**config.mk**
```make
export PLATFORM = sky130hd
export DESIGN_NAME = bsde_blend
export DESIGN_NICKNAME = d
export VERILOG_FILES = /design/src/hw/rtl/bsde_pkg.sv /design/src/hw/rtl/bsde_blend.sv
export SDC_FILE = /design/constraint.sdc
export NUM_CORES = 2
export LEC_CHECK = 0
export BUFFER_PORTS_ARGS = -buffer_cell sky130_fd_sc_hd__buf_2
export CAP_MARGIN = 5
export CELL_PAD_IN_SITES_DETAIL_PLACEMENT = 1
export CELL_PAD_IN_SITES_GLOBAL_PLACEMENT = 1
export CORE_MARGIN = 2
export CORE_UTILIZATION = 55
export CTS_BUF_LIST = sky130_fd_sc_hd__clkbuf_8
export DETAILED_ROUTE_END_ITERATION = 7
export MAX_ROUTING_LAYER = met4
export PLACE_DENSITY_LB_ADDON = 0.1
export SYNTH_ARGS = -nofsm -noshare
export SYNTH_HDL_FRONTEND = slang
export SYNTH_SLANG_ARGS = --single-unit
export TNS_END_PERCENT = 5
```
**constraint.sdc**
```tcl
create_clock -name clk -period 13.3 [get_ports clk]
set_clock_uncertainty 0.15 [all_clocks]
set_input_delay 1.33 -clock clk [delete_from_list [all_inputs] [get_ports clk]]
set_output_delay 1.33 -clock clk [all_outputs]
set_load 0.01 [all_outputs]
```
**src/hw/rtl/bsde_pkg.sv**
```systemverilog
package bsde_pkg;

    localparam int T_W      = 22;   // param_t, unsigned Q6.16
    localparam int COORD_W  = 32;   // signed Q16.16
    localparam int FRAC_W   = 16;
    localparam int WEIGHT_W = FRAC_W + 1;   // weight in [0, 1.0]
    localparam int SPAN_W   = 3;    // knot span never exceeds the largest degree (7)

    localparam logic OP_WRITE = 1'b0;
    localparam logic OP_EVAL  = 1'b1;

    // register index taken from paddr[2]
    localparam logic [0:0] REG_POINT_COUNT = 1'b0;

    typedef enum logic [3:0] {
        ST_IDLE,
        ST_SETUP,
        ST_LOAD,
        ST_WEIGHT,
        ST_DIV,
        ST_MUL,
        ST_SHIFT,
        ST_ROT,
        ST_OUT
    } state_t;

    typedef struct packed {
        logic              start;
        logic [T_W-1:0]    num;
        logic [SPAN_W-1:0] span;
    } wdiv_req_t;

    typedef struct packed {
        logic                done;
        logic [WEIGHT_W-1:0] weight;
    } wdiv_resp_t;

endpackage

```
**src/hw/rtl/bsde_blend.sv**
```systemverilog
// a*(1-w) + b*w computed as (a << 16) + (b - a)*w, rounded half up.
// One coordinate per cycle; the result appears in the cycle after its operands.
module bsde_blend (
    input  logic                                clk,
    input  logic signed [bsde_pkg::COORD_W-1:0] a,
    input  logic signed [bsde_pkg::COORD_W-1:0] b,
    input  logic [bsde_pkg::WEIGHT_W-1:0]       weight,
    output logic signed [bsde_pkg::COORD_W-1:0] result
);

    localparam int CW = bsde_pkg::COORD_W;
    localparam int WW = bsde_pkg::WEIGHT_W;
    localparam int FW = bsde_pkg::FRAC_W;
    localparam int PW = CW + 1 + WW + 1;

    logic signed [CW:0]   diff;
    logic signed [PW-1:0] prod_next, prod_reg;
    logic signed [CW-1:0] a_reg;
    logic signed [PW-1:0] acc;

    always_comb
    begin
        diff      = (CW+1)'(b) - (CW+1)'(a);
        prod_next = PW'(diff) * PW'($signed({1'b0, weight}));
    end

    always_ff @(posedge clk)
    begin
        prod_reg <= prod_next;
        a_reg    <= a;
    end

    always_comb
    begin
        acc    = (PW'(a_reg) <<< FW) + prod_reg + PW'(1 << (FW - 1));
        result = acc[FW+CW-1:FW];
    end

endmodule

```
# [Word level (Yosys, flattened, before mapping)]
# Cells that the tools add are included.
# Widths: inputs -> output; s select.
[totals] reg_bits=80 latchBits=0 ramBits=0 mem_bits_ro=0 input_bits=82 out_inout_bits=32 word_cells=6 n_memories=0
[op_classes] n_addsub=3 n_mul=1 n_div=0 order_cmp=0 eq_ne=0 n_shift=0 muxes=0 n_bitwise=0 reduce_logical=0
[op_table] operator="$add 48x17->48 const B" count=1
[op_table] operator="$add 48x48->48" count=1
[op_table] operator="$mul 33x18->48" count=1
[op_table] operator="$sub 32x32->33" count=1

# [Logic depth before layout (Yosys ltp)]
[logic_depth] depth_word=2 mapped_depth=37 mapped_depth_nobuf=35

# [Least setup slack after synthesis]
# No wires, ideal clock.
[synth_path] path_kind="input -> register" from="input a[6] (netlist name)" to="register prod_reg[44]" setup_time_ns=0.119 arrival_ns=8.829 t_required_ns=13.031 path_slack_ns=4.202 cell_stages=30 path_buffers=1 cell_sequence="inv_1 -> ha_1 -> a2111o_1 -> o21ai_2 -> and2b_2 -> o21ai_0 -> nand2b_1 -> a21boi_0 -> xnor2_1 -> clkbuf_1 -> nand2_1 -> fa_1 -> inv_1 -> fa_1 -> fa_1 -> fa_1 -> fa_1 -> inv_1 -> fa_1 -> inv_1 -> ha_1 -> nand2_1 -> or4_1 -> o211ai_1 -> a21oi_1 -> o31a_1 -> o21ba_2 -> o21bai_1 -> a21oi_1 -> xnor2_1"
[synth_via] elab_chain_len=2
[synth_rtl] element="from (decl)" line_no="bsde_blend.sv:5" rtl="input logic signed [bsde_pkg::COORD_W-1:0] a,"
[synth_rtl] element="$sub 32x32->33" line_no="bsde_blend.sv:23" rtl="diff = (CW+1)'(b) - (CW+1)'(a);"
[synth_rtl] element="$mul 33x18->48" line_no="bsde_blend.sv:24" rtl="prod_next = PW'(diff) * PW'($signed({1'b0, weight}));"
[synth_rtl] element="net prod_next[44]" line_no="bsde_blend.sv:17" rtl="logic signed [PW-1:0] prod_next, prod_reg;"
[synth_rtl] element="to (signal assigned)" line_no="bsde_blend.sv:29" rtl="prod_reg <= prod_next;"
[synth_rtl] element="to (decl)" line_no="bsde_blend.sv:17"
# The timed path passes the listed nets, and every way through them passes these cells.

# [Final worst setup path]
[layout_path] from="input a[1] (netlist name)" to="register prod_reg[44]"
# Same word-level chain as after synthesis.

==> flow_metrics.env <==
export IMPL_syn_to_final_growth_pct=5.94
export IMPL_end_kind="flip-flop"
export IMPL_postCtsSetupBuffers=0
export IMPL_clockRootBuffer="clkbuf_8"
export IMPL_timing_final_hold_violations=0
export IMPL_ys_flop_type="dfxtp_1"
export IMPL_nFillCells=5002
export IMPL_async_reset_ff_frac=0
export IMPL_core_area_mm2=0.0420
export IMPL_max_freq_mhz=93.7
export IMPL_mostFrequentLayoutCells="inv_1, fa_1, nand2_1"
export IMPL_relSlewSlack=0.142
export IMPL_cts_buffers=9
export IMPL_die_area_mm2=0.0443
export IMPL_drive_gt1_frac=0.0756
export IMPL_grt_pass1_wl_um=115000
export IMPL_synth_fp_nets=3440
export IMPL_place_gp_congestion=0.932
export IMPL_htree_levels=3
export IMPL_fin_setup_tns_ps=0
export IMPL_critPathMaxFanout=17
export IMPL_cts_sinks=65
export IMPL_io_pin_count=114
export IMPL_period_share=0.802
export IMPL_initial_core_util=0.558
export IMPL_crit_top_cell="fa_1"
export IMPL_post_route_min_period_ps=10670
export IMPL_largest_reg_flops=33
export IMPL_yosysTopAreaCell="fa_1"
export IMPL_synth_seq_cells=65
export IMPL_route_detailed_drc=0
export IMPL_clkTransAtPathRegs_ps=90
export IMPL_first_iter_violations=935
export IMPL_slowest_delay_ps=650
export IMPL_yosysWarnings=0
export IMPL_startpoint_type="input port"
export IMPL_worstMarginPinSlew_ps=1280
export IMPL_hold_class="input port to flip-flop"
export IMPL_post_cts_resize_count=0
export IMPL_wl_per_cell_um=21.7
export IMPL_via_per_inst=5.62
export IMPL_vias=18400
export IMPL_final_common_cell="inv_1"
export IMPL_timing_final_max_slew_violations=0
export IMPL_port_buffers=113
export IMPL_cp_slowest_cell="a31oi_1"
export IMPL_synthCells=2669
export IMPL_place_hpwl_um=57200
export IMPL_crit_arrival_ps=10840
export IMPL_yosysSeqAreaShare=0.0555
export IMPL_ant_nets=0
export IMPL_finalWirelength_um=71100
export IMPL_netlist_area_mm2=0.0234
export IMPL_firstDrtPassIters=5
export IMPL_synth_edf_count=0
export IMPL_die_x_um=210
export IMPL_finalSetupViolations=0
export IMPL_crit_type="input port to flip-flop"
export IMPL_grt_pass1_vias=21500
export IMPL_ys_types=66
export IMPL_grt_usage=0.351
export IMPL_rows=75
export IMPL_drv_cap=0
export IMPL_synth_area_leaders="fa_1, inv_1, ha_1"
export IMPL_syn_avg_cell_area_um2=8.78
export IMPL_grt_ovfl_total=0
export IMPL_cts_tree="built"
export IMPL_die_h_um=210
export IMPL_layout_nets=3490
export IMPL_hold_buffers=0
export IMPL_status="complete, no violations"
export IMPL_yosysTopAreaCellShare=0.441
export IMPL_grt_max_degree=38
export IMPL_worst_ep_required_time_ps=13470
export IMPL_antenna_found_initial=0
export IMPL_rsz0062_at_grt="false"
export IMPL_clk_path_buf_depth=2
==> metal layers <==
layer / vias to the layer above / part of all wire / global-route usage
li1: 8025 / - / -
met1: 9639 / 0.39 / 0.409
met2: 545 / 0.53 / 0.622
met3: 161 / 0.053 / 0.0487
met4: 0 / 0.033 / 0.126
met5: - / 0 / -
==> worst paths after layout <==
kind | from | endpoint | slack (ps) | cells after the start
min | a[16] | a_reg[16]$_DFF_P_ | 860 | 1
max | a[1] | prod_reg[44]$_DFF_P_ | 2630 | 32
==> cell type report <==
class	count	area, um^2	area share
sequential	65	1300	0.0524
clock inverter	7	100	0.00403
antenna	5	12.5	0.000504
inverter	656	2460	0.0991
multi-input combinational	1848	19400	0.781
tap	539	674	0.0272
clock buffer	9	124	0.00499
timing repair buffer	139	761	0.0306
==> logic make-up after synthesis <==
family | synth area share
adders and majority gates | 0.533
xor gates and xnor gates | 0.0377
muxes | 0.00833
DFF | 0.0555
buffers and inverters | 0.122
and+or+nand+nor | 0.169
AOI/OAI and AO/OA | 0.0743
==> critical path, delay by kind of cell <==
family	cells	cell delay [ps]
AOI/OAI and AO/OA	10	3160
buffers and inverters	6	390
adders and majority gates	8	3710
and+or+nand+nor	6	1640
xor gates and xnor gates	2	600
==> synthesized netlist by cell type (all sizes together) (3+ instances only) <==
cell type	n
nand2b	35
o211ai	9
o21bai	7
o31a	5
a21o	30
xnor2	74
a31oi	7
nor3	17
and3	21
buf	8
nand3	21
dfxtp	65
nor2b	38
nor2	57
nand2	304
inv	656
and4	4
ha	173
clkbuf	92
xor2	26
a31o	5
a221oi	3
a2111oi	3
mux2	9
a211oi	13
nand4	6
or3	4
nor4	6
a21oi	81
fa	516
o21a	30
o21ai	50
and2	258
mux2i	9
==> metrics by stage <==
| step | hold WS (ps) | instances | instance area, um^2 | setup slack [ps] | util |
|---|---|---|---|---|---|
| 6_report | 861 | 3268 | 24800 | 2630 | 0.591 |
| 4_1_cts | 829 | 3263 | 24800 | 2660 | 0.590 |
| 3_3_place_gp | 1300 | 3247 | 24600 | 2500 | 0.585 |
| 2_1_floorplan | 1210 | 2669 | 23400 | 4200 | - |
| 3_5_place_dp | 1300 | 3247 | 24600 | 2200 | 0.585 |
| 5_1_grt | 835 | 3263 | 24800 | 2170 | 0.590 |
Power is not shown: default switching activity piles up to over one toggle a cycle in this logic, so the estimate is an artifact.
