**config.mk**
```make
export PLATFORM = sky130hd
export DESIGN_NAME = bsde_wdiv
export DESIGN_NICKNAME = d
export VERILOG_FILES = /design/src/hw/rtl/bsde_pkg.sv /design/src/hw/rtl/bsde_wdiv.sv
export SDC_FILE = /design/constraint.sdc
export NUM_CORES = 1
export LEC_CHECK = 0
export ABC_CLOCK_PERIOD_IN_PS = 4270
export BUFFER_PORTS_ARGS = -buffer_cell sky130_fd_sc_hd__buf_2
export CORE_MARGIN = 2
export CORE_UTILIZATION = 40
export DETAILED_ROUTE_END_ITERATION = 16
export SYNTH_ARGS = -nofsm -noshare
export SYNTH_HDL_FRONTEND = slang
export SYNTH_SLANG_ARGS = --single-unit
```
**constraint.sdc**
```tcl
create_clock -name clk -period 4.27 [get_ports clk]
set_clock_uncertainty 0.15 [all_clocks]
set_input_delay 0.854 -clock clk [delete_from_list [all_inputs] [get_ports clk]]
set_output_delay 0.854 -clock clk [all_outputs]
set_load 0.05 [all_outputs]
```
**src/hw/rtl/bsde_pkg.sv**
```systemverilog
package bsde_pkg;

    localparam int T_W      = 22;   // param_t, unsigned Q6.16
    localparam int COORD_W  = 32;   // signed Q16.16
    localparam int FRAC_W   = 16;
    localparam int WEIGHT_W = FRAC_W + 1;   // weight in [0, 1.0]
    localparam int SPAN_W   = 3;    // knot span never exceeds the largest degree (7)

    localparam logic OP_WRITE = 1'b0;
    localparam logic OP_EVAL  = 1'b1;

    // register index taken from paddr[2]
    localparam logic [0:0] REG_POINT_COUNT = 1'b0;

    typedef enum logic [3:0] {
        ST_IDLE,
        ST_SETUP,
        ST_LOAD,
        ST_WEIGHT,
        ST_DIV,
        ST_MUL,
        ST_SHIFT,
        ST_ROT,
        ST_OUT
    } state_t;

    typedef struct packed {
        logic              start;
        logic [T_W-1:0]    num;
        logic [SPAN_W-1:0] span;
    } wdiv_req_t;

    typedef struct packed {
        logic                done;
        logic [WEIGHT_W-1:0] weight;
    } wdiv_resp_t;

endpackage

```
**src/hw/rtl/bsde_wdiv.sv**
```systemverilog
// Weight divider: num / span, saturated to 1.0, two quotient bits per cycle.
module bsde_wdiv (
    input  logic                   clk,
    input  logic                   rst_n,
    input  bsde_pkg::wdiv_req_t    req,
    output bsde_pkg::wdiv_resp_t   resp
);

    localparam int SW = bsde_pkg::SPAN_W;
    localparam int FW = bsde_pkg::FRAC_W;
    localparam int WW = bsde_pkg::WEIGHT_W;
    localparam int TW = bsde_pkg::T_W;

    logic          run_reg,  run_next;
    logic          done_reg, done_next;
    logic [2:0]    cnt_reg,  cnt_next;
    logic [SW-1:0] rem_reg,  rem_next;
    logic [SW-1:0] span_reg, span_next;
    logic [FW-1:0] low_reg,  low_next;
    logic [FW-1:0] q_reg,    q_next;
    logic [WW-1:0] w_reg,    w_next;

    logic [SW+1:0] r4;
    logic [SW+1:0] m1, m2, m3, sub;
    logic [SW+1:0] diff;
    logic [1:0]    digit;
    logic          sat;

    always_comb
    begin
        r4 = {rem_reg, low_reg[FW-1:FW-2]};
        m1 = (SW+2)'(span_reg);
        m2 = m1 << 1;
        m3 = m1 + m2;
        if (r4 >= m3)
        begin
            digit = 2'd3;
            sub   = m3;
        end
        else if (r4 >= m2)
        begin
            digit = 2'd2;
            sub   = m2;
        end
        else if (r4 >= m1)
        begin
            digit = 2'd1;
            sub   = m1;
        end
        else
        begin
            digit = 2'd0;
            sub   = '0;
        end
        diff = r4 - sub;
        // quotient >= 1.0 whenever num reaches span << 16
        sat  = req.num >= TW'({req.span, {FW{1'b0}}});
    end

    always_comb
    begin
        run_next  = run_reg;
        done_next = 1'b0;
        cnt_next  = cnt_reg;
        rem_next  = rem_reg;
        span_next = span_reg;
        low_next  = low_reg;
        q_next    = q_reg;
        w_next    = w_reg;
        if (req.start)
        begin
            span_next = req.span;
            if (sat)
            begin
                w_next    = WW'(1) << FW;
                done_next = 1'b1;
                run_next  = 1'b0;
            end
            else
            begin
                // integer part is already below span
                rem_next = req.num[FW+SW-1:FW];
                low_next = req.num[FW-1:0];
                q_next   = '0;
                cnt_next = '0;
                run_next = 1'b1;
            end
        end
        else if (run_reg)
        begin
            rem_next = diff[SW-1:0];
            low_next = low_reg << 2;
            q_next   = {q_reg[FW-3:0], digit};
            cnt_next = cnt_reg + 3'd1;
            if (cnt_reg == 3'd7)
            begin
                run_next  = 1'b0;
                done_next = 1'b1;
                w_next    = {1'b0, q_reg[FW-3:0], digit};
            end
        end
    end

    always_ff @(posedge clk or negedge rst_n)
    begin
        if (!rst_n)
        begin
            run_reg  <= 1'b0;
            done_reg <= 1'b0;
            cnt_reg  <= '0;
        end
        else
        begin
            run_reg  <= run_next;
            done_reg <= done_next;
            cnt_reg  <= cnt_next;
        end
    end

    always_ff @(posedge clk)
    begin
        rem_reg  <= rem_next;
        span_reg <= span_next;
        low_reg  <= low_next;
        q_reg    <= q_next;
        w_reg    <= w_next;
    end

    assign resp.done   = done_reg;
    assign resp.weight = w_reg;

endmodule

```
---- After elaboration in Yosys (flattened, before gate mapping) ----
Index checks and enable logic that the tools add are counted.
W data, S select, Z words.
operators by class
  add/subtract/negate cells ............... 3
  $lt $le $gt $ge ......................... 4
  equal/unequal tests ..................... 3
  mux-type cells .......................... 30
  reduce and logical (&&, ||, !) cells .... 4
operators with widths
  cell                   number
  $mux W17               4
  $mux W16               3
  $mux W14               3
  $mux W3                9
  $ge A22 B19 Y1         1
  $mux W1                9
  $add A3 B4 Y5          1
  $ge A5 B3 Y1           1
  $ge A5 B4 Y1           1
  $ge A5 B5 Y1           1
  $mux W2                2
  $reduce_bool A2 Y1     2
  $add A3 B1 Y3 const B  1
  $eq A3 B3 Y1 const B   1
  $reduce_and A3 Y1      1
  $sub A3 B3 Y3          1
  $ne A2 B1 Y1 const B   1
  $ne A2 B2 Y1 const B   1
  $reduce_and A2 Y1      1
word-level totals
  flip-flop bits (word level) ............. 58
  bits of input ports ..................... 28
  output and inout bits ................... 18
  word-level logic and storage cells ...... 52

---- Longest topological paths before layout ----
Gate-level depths: netlist of run 1.
  depth in word-level cells ............... 7
  mapped depth ............................ 16
  gate-level depth less buffers ........... 16

---- Worst setup path after synthesis of run 1 ----
No wires, ideal clock.
  path type ............................... register -> register
  start point ............................. register span_reg[1]
  end point ............................... register rem_reg[2], data pin
  setup time .............................. 0.265 ns
  data arrival time ....................... 3.390 ns
  slack ................................... 0.465 ns
  stages on the path, launching flop included .. 17
  path buffers ............................ 0
  period minus slack after synthesis ...... 3.805 ns
  cell sequence ........................... edfxtp_1 ha_1 fa_1 inv_1 ha_1 o211ai_1 o21ai_0 o21ai_1 a21oi_1 ha_1 inv_1 fa_1 xor2_1 and3_1 o221a_2 a21oi_1 nand3_1
between the ends
  longest elaborated chain between the ends .. 7
RTL lines
  what                                                   line              text
  from (decl)                                            bsde_wdiv.sv:18   logic [SW-1:0] span_reg, span_next;
  from (signal assigned)                                 bsde_wdiv.sv:123  span_reg <= span_next;
  branches (longest 3 deep; another with $add A3 B4 Y5)  --
  $mux W3 (*)                                            bsde_wdiv.sv:35   if (r4 >= m3)
  $sub A3 B3 Y3 (*)                                      bsde_wdiv.sv:55   diff = r4 - sub;
  $mux W3 (*)                                            bsde_wdiv.sv:89   else if (run_reg)
  $mux W3 (*)                                            bsde_wdiv.sv:70   if (req.start)
  via rem_next[2]                                        bsde_wdiv.sv:17   logic [SW-1:0] rem_reg, rem_next;
  to (signal assigned)                                   bsde_wdiv.sv:122  rem_reg <= rem_next;
  to (decl)                                              bsde_wdiv.sv:17
Mark *: on every way through the listed nets, which the timed path passes. The select of a mux whose other input is x is not followed.
A chain may end at the register's enable or synchronous reset.

---- Final worst setup path of run 1 ----
Ends and elaborated chain as after synthesis.

==> results.txt, run 1 <==
The horizontal die dimension came out at 86.4 um. OpenSTA, run right after detailed placement, puts the worst setup slack at 0.196 ns. The critical path is of the flop to flop type. The final hold violation count was 0. After floorplanning, the core was sized to cover 0.00668 sq mm. The post-CTS setup-driven buffer insertion count came out at 0. On the worst path, the slowest cell contributes a delay of 0.53 ns. The synthesized net count came out at 233. In this run the static leakage power is between 1 and 1.5 nW. The worst-case IR drop observed on VDD is 0.000221 V. The total global routing track utilization is about 15%. The portion of synthesized area spent on multiplexers is 6.95%.

The floorplan die height came out at 86.4 um. The number of register bits inferred by synthesis came out at 58. Clock tree synthesis found a total of 58 sinks.

The number of nets with antenna violations after routing came out at 0. The signal on the critical path passes through ha_1, fa_1, inv_1, ha_1, o211ai_1, o21ai_0, o21ai_2, a21oi_1, ha_1, inv_1, fa_1, xor2_1, and3_1, o221a_2, a21oi_1, nand3_1. Cells fill 48.6% of the core in the end. Input and output buffers added on the ports amount to 45. The count of filler cells inserted in the layout is 610. TritonCTS built the clock tree.

The final standard cell count with taps included and fillers excluded came out at 324. After Yosys synthesis, and, or, nand and nor cells account for 11.1% of the synthesized area. The arrival time at the worst endpoint is 4.01 ns. The post-synthesis share of cell area spent on full adders, half adders and majority gates is 9.76%.

The number of hold buffers added after cts came out at 0. At the end of the flow, the number of nets in the layout was 287. The floorplan has 30 rows. At the end of routability-driven placement, the weighted congestion stood at about 0.78. The fraction of layout cells with a size suffix above 1 is 36.1%. The remaining max-slew budget at the tightest pin is 67.9%. The share of the synthesized area in compound gates (AO/OA/AOI/OAI) is 5.66%.

The slew at the pin closest to its max-slew limit is a little under 0.5 ns. The post-placement cell count is 308. Yosys printed 0 warnings. The highest attainable clock frequency came out at 0.245 GHz. The critical path required time came out at 4.20 ns. Leaving out fill and tap cells, the most frequent cell in the layout is sky130_fd_sc_hd__edfxtp_1. The diode insertion count for antenna repair came out at 0. The starting utilization of the core area came out at between 40% and 50%. The post-detailed-placement half-perimeter wirelength is 3370 um.

The count of unresolved DRC violations after routing is 0. The post-synthesis area per instance came out at 14.7 sq um. Subtracting the final worst setup slack from the clock period gives around 4 ns. STA classifies the critical path endpoint as a flop. The number of flops mapped to enable cells by yosys is 53. Counting stages on the worst path, the most repeated cell is sky130_fd_sc_hd__ha_1. In this run the number of H-tree levels came out at 3. The clock transition at the registers of the reported paths is 0.07 ns. The main flop type after synthesis is sky130_fd_sc_hd__edfxtp_1. The synthesized netlist cell count is 185. The overall via count from detail_route came out at 1618. For this block, the initial DRC count from the detailed router was 50. The total of endpoints with negative setup slack in the final report came out at 0. The count of boundary I/O pins came out at 46.

The cell taking the most area after synthesis is sky130_fd_sc_hd__edfxtp_1. The detailed-route vias per instance is roughly 5. The count of maximum capacitance violations is 0. The post-layout instance area is 0.00325 sq mm. The number of antenna violations at the first check in global routing is 0. The area of the mapped netlist is 0.00272 sq mm.

Adding up every negative setup slack in the final design gives 0 ns. The area growth from synthesis to layout is 19.5%. The sum of routed wire length over all layers is approximately 4800 um.

The first global-routing pass estimated 8020 um of wire. Entering global routing, the biggest net connects 44 pins. The number of flip-flops in the largest register is 17. The instance area after placement came out at 0.00304 sq mm. For this run, asynchronously set or reset flops after synthesis account for under 10%.

The clock tree buffer depth came out at 2. The total clock buffers created by CTS is 9. The area enclosed by the die boundary came out at 0.00747 sq mm.

The final worst-path cycle share came out at a little over nine tenths. The largest individual stage delay along the critical path comes from the cell sky130_fd_sc_hd__fa_1. By area the synthesized netlist is led by sky130_fd_sc_hd__edfxtp_1 59%, sky130_fd_sc_hd__ha_1 8.3%, sky130_fd_sc_hd__mux2_2 6.2%, sky130_fd_sc_hd__dfrtp_1 4.6%, sky130_fd_sc_hd__nor2b_1 3.7%. The number of distinct standard cells referenced by the synthesized netlist is 42. The number of slew-limit violations in the final report is 0.

The startpoint type of the worst setup path is a flop. The detailed-routing iteration count for the pre-antenna-repair pass is 4. The via count of the first global-routing pass is 1648. The top cell types in the final layout, fill and taps aside, are 53 x sky130_fd_sc_hd__edfxtp_1, 45 x sky130_fd_sc_hd__buf_2, 18 x sky130_fd_sc_hd__ha_1.

The global-route congestion overflow total came out at 0. The share of the synthesized netlist area taken by xor and xnor gates came out at 0.644%. For this design the ratio of total power to cell area is 426 mW/mm^2. The sequential element share of the synthesized area came out at 63.1%.

The post-layout worst setup margin is 0.186 ns. In the final layout, the multi-input gates occupy 932 sq um. The mean routed wirelength per cell is between 10 and 15 um. The cell sitting at the root of the clock tree is a sky130_fd_sc_hd__clkbuf_8. The top cell type by area accounts for 58.5% of the synthesized area. In this run the worst path has a maximum fanout of 7.

The run finished with clean final reports. After synthesis, the largest family of logic cells by area is simple AND/OR/NAND/NOR gates. The path type of the worst min-delay path is input pin to async pin. The total area of sequential cells came out at 0.00172 sq mm. The later-pin clock latency in the skew report came out at roughly 0.33 ns.
[cells in the mapped netlist, types with 2 or more instances]
| library cell | count |
|---|---|
| sky130_fd_sc_hd__edfxtp_1 | 53 |
| sky130_fd_sc_hd__ha_1 | 18 |
| sky130_fd_sc_hd__nor2b_1 | 16 |
| sky130_fd_sc_hd__mux2_2 | 15 |
| sky130_fd_sc_hd__inv_1 | 13 |
| sky130_fd_sc_hd__a21oi_1 | 6 |
| sky130_fd_sc_hd__nor2_1 | 6 |
| sky130_fd_sc_hd__o21ai_0 | 6 |
| sky130_fd_sc_hd__dfrtp_1 | 5 |
| sky130_fd_sc_hd__nand2_1 | 4 |
| sky130_fd_sc_hd__and2_1 | 3 |
| sky130_fd_sc_hd__buf_2 | 2 |
| sky130_fd_sc_hd__clkbuf_1 | 2 |
| sky130_fd_sc_hd__fa_1 | 2 |
| sky130_fd_sc_hd__mux2i_1 | 2 |
| sky130_fd_sc_hd__nand3_1 | 2 |
| sky130_fd_sc_hd__nor3_1 | 2 |
| sky130_fd_sc_hd__nor3b_1 | 2 |
| sky130_fd_sc_hd__nor4_2 | 2 |
| sky130_fd_sc_hd__o21ai_1 | 2 |
[critical path: cells and delay by family, from the launching register on]
kind,cells,cell delay (ns)
and+or+nand+nor,2,0.28
DFF,1,0.47
xor gates and xnor gates,1,0.20
buffers and inverters,2,0.09
AOI/OAI and AO/OA,6,1.07
adders and majority gates,5,1.57
[final cells by class]
type                            count  share of cell area [%]
Clock buffer                        9                    3.81
Inverter                           13                    1.50
Sequential cell                    58                    52.9
Multi-Input combinational cell    109                    28.7
Tap cell                           80                    3.08
Timing Repair Buffer               48                    7.63
Clock inverter                      7                    2.43
[power breakdown]
| part | total, W | internal (W) | switching (W) |
|---|---|---|---|
| Clock | 0.000513 | 0.000273 | 0.000240 |
| Combinational | 0.000198 | 0.0000747 | 0.000123 |
| Sequential | 0.000673 | 0.000659 | 0.0000145 |
[per-stage QoR]
stage | total power [W] | hold slack, ns
3_3_place_gp | 0.000878 | 0.360
5_1_grt | 0.00145 | 0.161
3_5_place_dp | 0.000885 | 0.376
6_report | 0.00138 | 0.175
4_1_cts | 0.00140 | 0.155
2_1_floorplan | 0.000824 | 0.343
[final timing paths]
kind / end / start / slack (ns) / cells after the start
worst max-delay path: rem_reg[2]$_DFFE_PP_ / span_reg[1]$_DFFE_PP_ / 0.19 / 16
worst min-delay path: cnt_reg[1]$_DFFE_PN0P_ / rst_n / 0.18 / 1
worst max register to register: rem_reg[2]$_DFFE_PP_ / span_reg[1]$_DFFE_PP_ / 0.19 / 16
worst min register to register: cnt_reg[1]$_DFFE_PN0P_ / cnt_reg[1]$_DFFE_PN0P_ / 0.38 / 2
max in group asynchronous: done_reg$_DFF_PN0_ / rst_n / 3.67 / 1
min in group clk: cnt_reg[1]$_DFFE_PN0P_ / cnt_reg[1]$_DFFE_PN0P_ / 0.38 / 2
[per-layer routing]
layer  GRT usage, %  wire [um]  share of wire (%)  vias up
li1               -          -                  -      800
met4           7.53        100                2.1        0
met5              0          0                  0        -
met2           22.3       2230                 46       34
met1           18.6       2250                 47      773
met3           4.86        218                4.5       11
[logic make-up after synthesis]
family	Yosys count
xor gates and xnor gates	2
buffers and inverters	18
adders and majority gates	20
DFF	58
and+or+nand+nor	47
AOI/OAI and AO/OA	23
muxes	17
[timing repair]
item | 4_1_cts | 5_1_grt
resized for setup | 0 | 1
endpoints found under the hold margin | 0 | 0
endpoints found under the setup margin | 0 | 1
(Power assumes the default switching activity.)
==> run 2, diff against run 1 <==
CORE_UTILIZATION = 32   (was 40)
==> run 2 against run 1 <==
- core utilization shrank 9.1 points
- global-route usage down 2.7 points
- worst hold slack gained 0.0015 ns
- final cell count rose by 7.7%
- fmax grew 3.0%
- power shrank 5.6%
- critical path depth is the same
- largest cell class unchanged
- largest power group unchanged
- highest routed layer unchanged
==> results.txt, run 2 (same netlist as run 1, synthesis figures left out) <==
The flow ran to the end, and the final reports show no timing, DRC or antenna violations. The number of antenna violations at the first check in global routing came to 0 (unchanged). The final RePlAce weighted congestion is 0.792 (+2.0%). The signal on the critical path passes through ha_1, fa_1, inv_1, ha_1, o211ai_1, o21ai_1, o21ai_2, a21oi_1, ha_1, inv_1, fa_1, xor2_1, and3_1, o221a_2, a21oi_1, nand3_1. The clock transition at the registers of the reported paths came to 0.07 ns (about the same). The dominant delay contributor by cell family on the critical path is adder cells. The total global routing track utilization is 12.0% (-2.7 points). The number of nets in the finished design came to 287 (unchanged). The via count of the first global-routing pass came out at 1623 (-1.5%). The clock tree buffer depth is 2 (unchanged). The highest attainable clock frequency is 0.252 GHz (+3.0%). The startpoint type of the worst setup path is a flop.

The horizontal die dimension is 96.2 um (+11%). The final worst-path cycle share is 92.9% (-2.8 points). The standby leakage power is 1.30 nW (-0.99%). The later-pin clock latency in the skew report is 0.33 ns (about the same). The placeable core area came out at 0.00822 sq mm (+23%).

The power per cell area was 403 mW/mm^2 (-5.5%). The maximum ir drop on the vdd rail is 0.000212 V (-4.1%). The critical path's most frequent cell is sky130_fd_sc_hd__ha_1. The path class of the tightest hold or removal check is input pin to async pin. The pin count of the biggest net entering global routing came out at 34 (-23%). Setup repair after global routing left no endpoint under its margin.

The count of unresolved DRC violations after routing is 0 (unchanged). STA classifies the critical path endpoint as a flop. The critical path required time is 4.20 ns (about the same). The highest cell delay on the worst timing path is 0.51 ns (-0.02 ns). The count of maximum capacitance violations is 0 (unchanged). For this design, the slowest cell found on the critical path is sky130_fd_sc_hd__fa_1. The floorplan die height is 96.2 um (+11%). The global-route congestion overflow total is 0 (unchanged).

The area enclosed by the die boundary came out at 0.00925 sq mm (+24%). The detailed-routing iteration count for the pre-antenna-repair pass came to 4 (unchanged). The sum of routed wire length over all layers came out at 5030 um (+4.8%).

The site row count came out at 33 (+10%). The number of gates resized after cts came to 0 (unchanged). The total design power came to 0.00131 W (-5.6%). The post-CTS setup-driven buffer insertion count was 0 (unchanged). The count of boundary I/O pins is 46 (unchanged). The number of nets with antenna violations after routing is 0 (unchanged). The startpoint identified for the worst register-to-register timing path is span_reg[1]$_DFFE_PP_. The peak fanout along the critical path came out at 7 (unchanged). The reg-to-reg setup timing slack came to 0.30 ns (+0.12 ns). The number of flip-flops in the largest register is 17 (unchanged). Tracing the worst setup path back leads to its startpoint at span_reg[1]$_DFFE_PP_.

The maximum level of the CTS H-tree is 3 (unchanged). The starting utilization of the core area came out at 33.1% (-7.6 points). The remaining max-slew budget at the tightest pin was 70.6% (+2.7 points). The area growth from synthesis to layout came out at 19.4% (about the same).

TritonCTS built the clock tree. The slew at the pin closest to its max-slew limit is 0.441 ns (-0.0400 ns). The total clock buffers created by CTS came out at 9 (unchanged). The cell sitting at the root of the clock tree is a sky130_fd_sc_hd__clkbuf_8. The wire length of the first global-routing pass came out at 8060 um (+0.44%). The overall via count from detail_route is 1639 (+1.3%). The post-detailed-placement half-perimeter wirelength came out at 3550 um (+5.4%). The post-layout minimum cycle time came out at 3.97 ns (-0.118 ns). The detailed-route vias per instance was 4.70 (-6.0%). The total of endpoints with negative setup slack in the final report is 0 (unchanged). The arrival time at the worst endpoint came out at 3.90 ns (-0.11 ns). The clock sink total was 58 (unchanged). The fraction of layout cells with a size suffix above 1 is 35.7% (-0.41 points). The count of filler cells inserted in the layout is 787 (+29%). The final hold violation count came out at 0 (unchanged). The library cell used most frequently in the layout, excluding fill and tap cells, is sky130_fd_sc_hd__edfxtp_1.

The setup total negative slack is 0 ns (unchanged). The sum of buffers and inverters on the critical path was 2 (unchanged). The type of the worst setup path is flop to flop. The mean routed wirelength per cell is 14.4 um (-2.7%). The diode insertion count for antenna repair is 0 (unchanged). The number of slew-limit violations in the final report was 0 (unchanged). The library cells used most frequently in the layout, excluding fill and tap cells, are 53 x sky130_fd_sc_hd__edfxtp_1, 45 x sky130_fd_sc_hd__buf_2, 18 x sky130_fd_sc_hd__ha_1. The number of DRC violations after detailed-routing iteration 0 came out at 94 (+88%). The number of hold buffers added after cts was 0 (unchanged). The count of port buffers added during placement is 45 (unchanged).
run 2: cell count changes in the layout (fill, tap and decap cells not counted), sizes merged:
| cell | delta |
|---|---|
| bufinv | -1 |
| clkinv | +1 |
run 2: per-layer routing:
metal	vias to the layer above	track usage (%)	wire length (um)	share of wire, %
met5	-	0	0	0
met4	0	5.36	98	1.9
met3	10	3.92	208	4.1
met2	34	19.0	2420	48
met1	799	14.8	2300	46
li1	796	-	-	-
run 2: final timing paths:
kind	depth (start not counted)	end
worst max-delay path	16	rem_reg[2]$_DFFE_PP_
worst min-delay path	1	done_reg$_DFF_PN0_
worst max register to register	16	rem_reg[2]$_DFFE_PP_
worst min register to register	1	w_reg[14]$_SDFFCE_PP0P_
max in group asynchronous	1	cnt_reg[1]$_DFFE_PN0P_
min in group clk	1	w_reg[14]$_SDFFCE_PP0P_
run 2: cell type report:
class	count	area, sq um	area share [%]
tap	105	131	4.05
multi-input combinational	109	932	28.7
inverter	13	48.8	1.50
sequential	58	1720	52.9
timing repair buffer	48	248	7.63
clock inverter	7	45.0	1.39
clock buffer	9	124	3.82
run 2: stage by stage:
stage	cell area [sq um]	cells	hold WS (ns)	util (%)	setup WS (ns)
after floorplan	2720	185	0.343	-	0.465
after global placement	3070	333	0.360	37.4	0.335
after detailed placement	3070	333	0.373	37.4	0.176
after CTS	3240	349	0.163	39.5	0.178
after global routing	3250	349	0.159	39.5	0.0889
final	3250	349	0.177	39.5	0.303
run 2: report_power, final:
part / internal (W) / switching [W] / total [W]
logic: 0.0000736 / 0.000124 / 0.000198
registers: 0.000659 / 0.0000148 / 0.000674
clock network: 0.000208 / 0.000227 / 0.000435
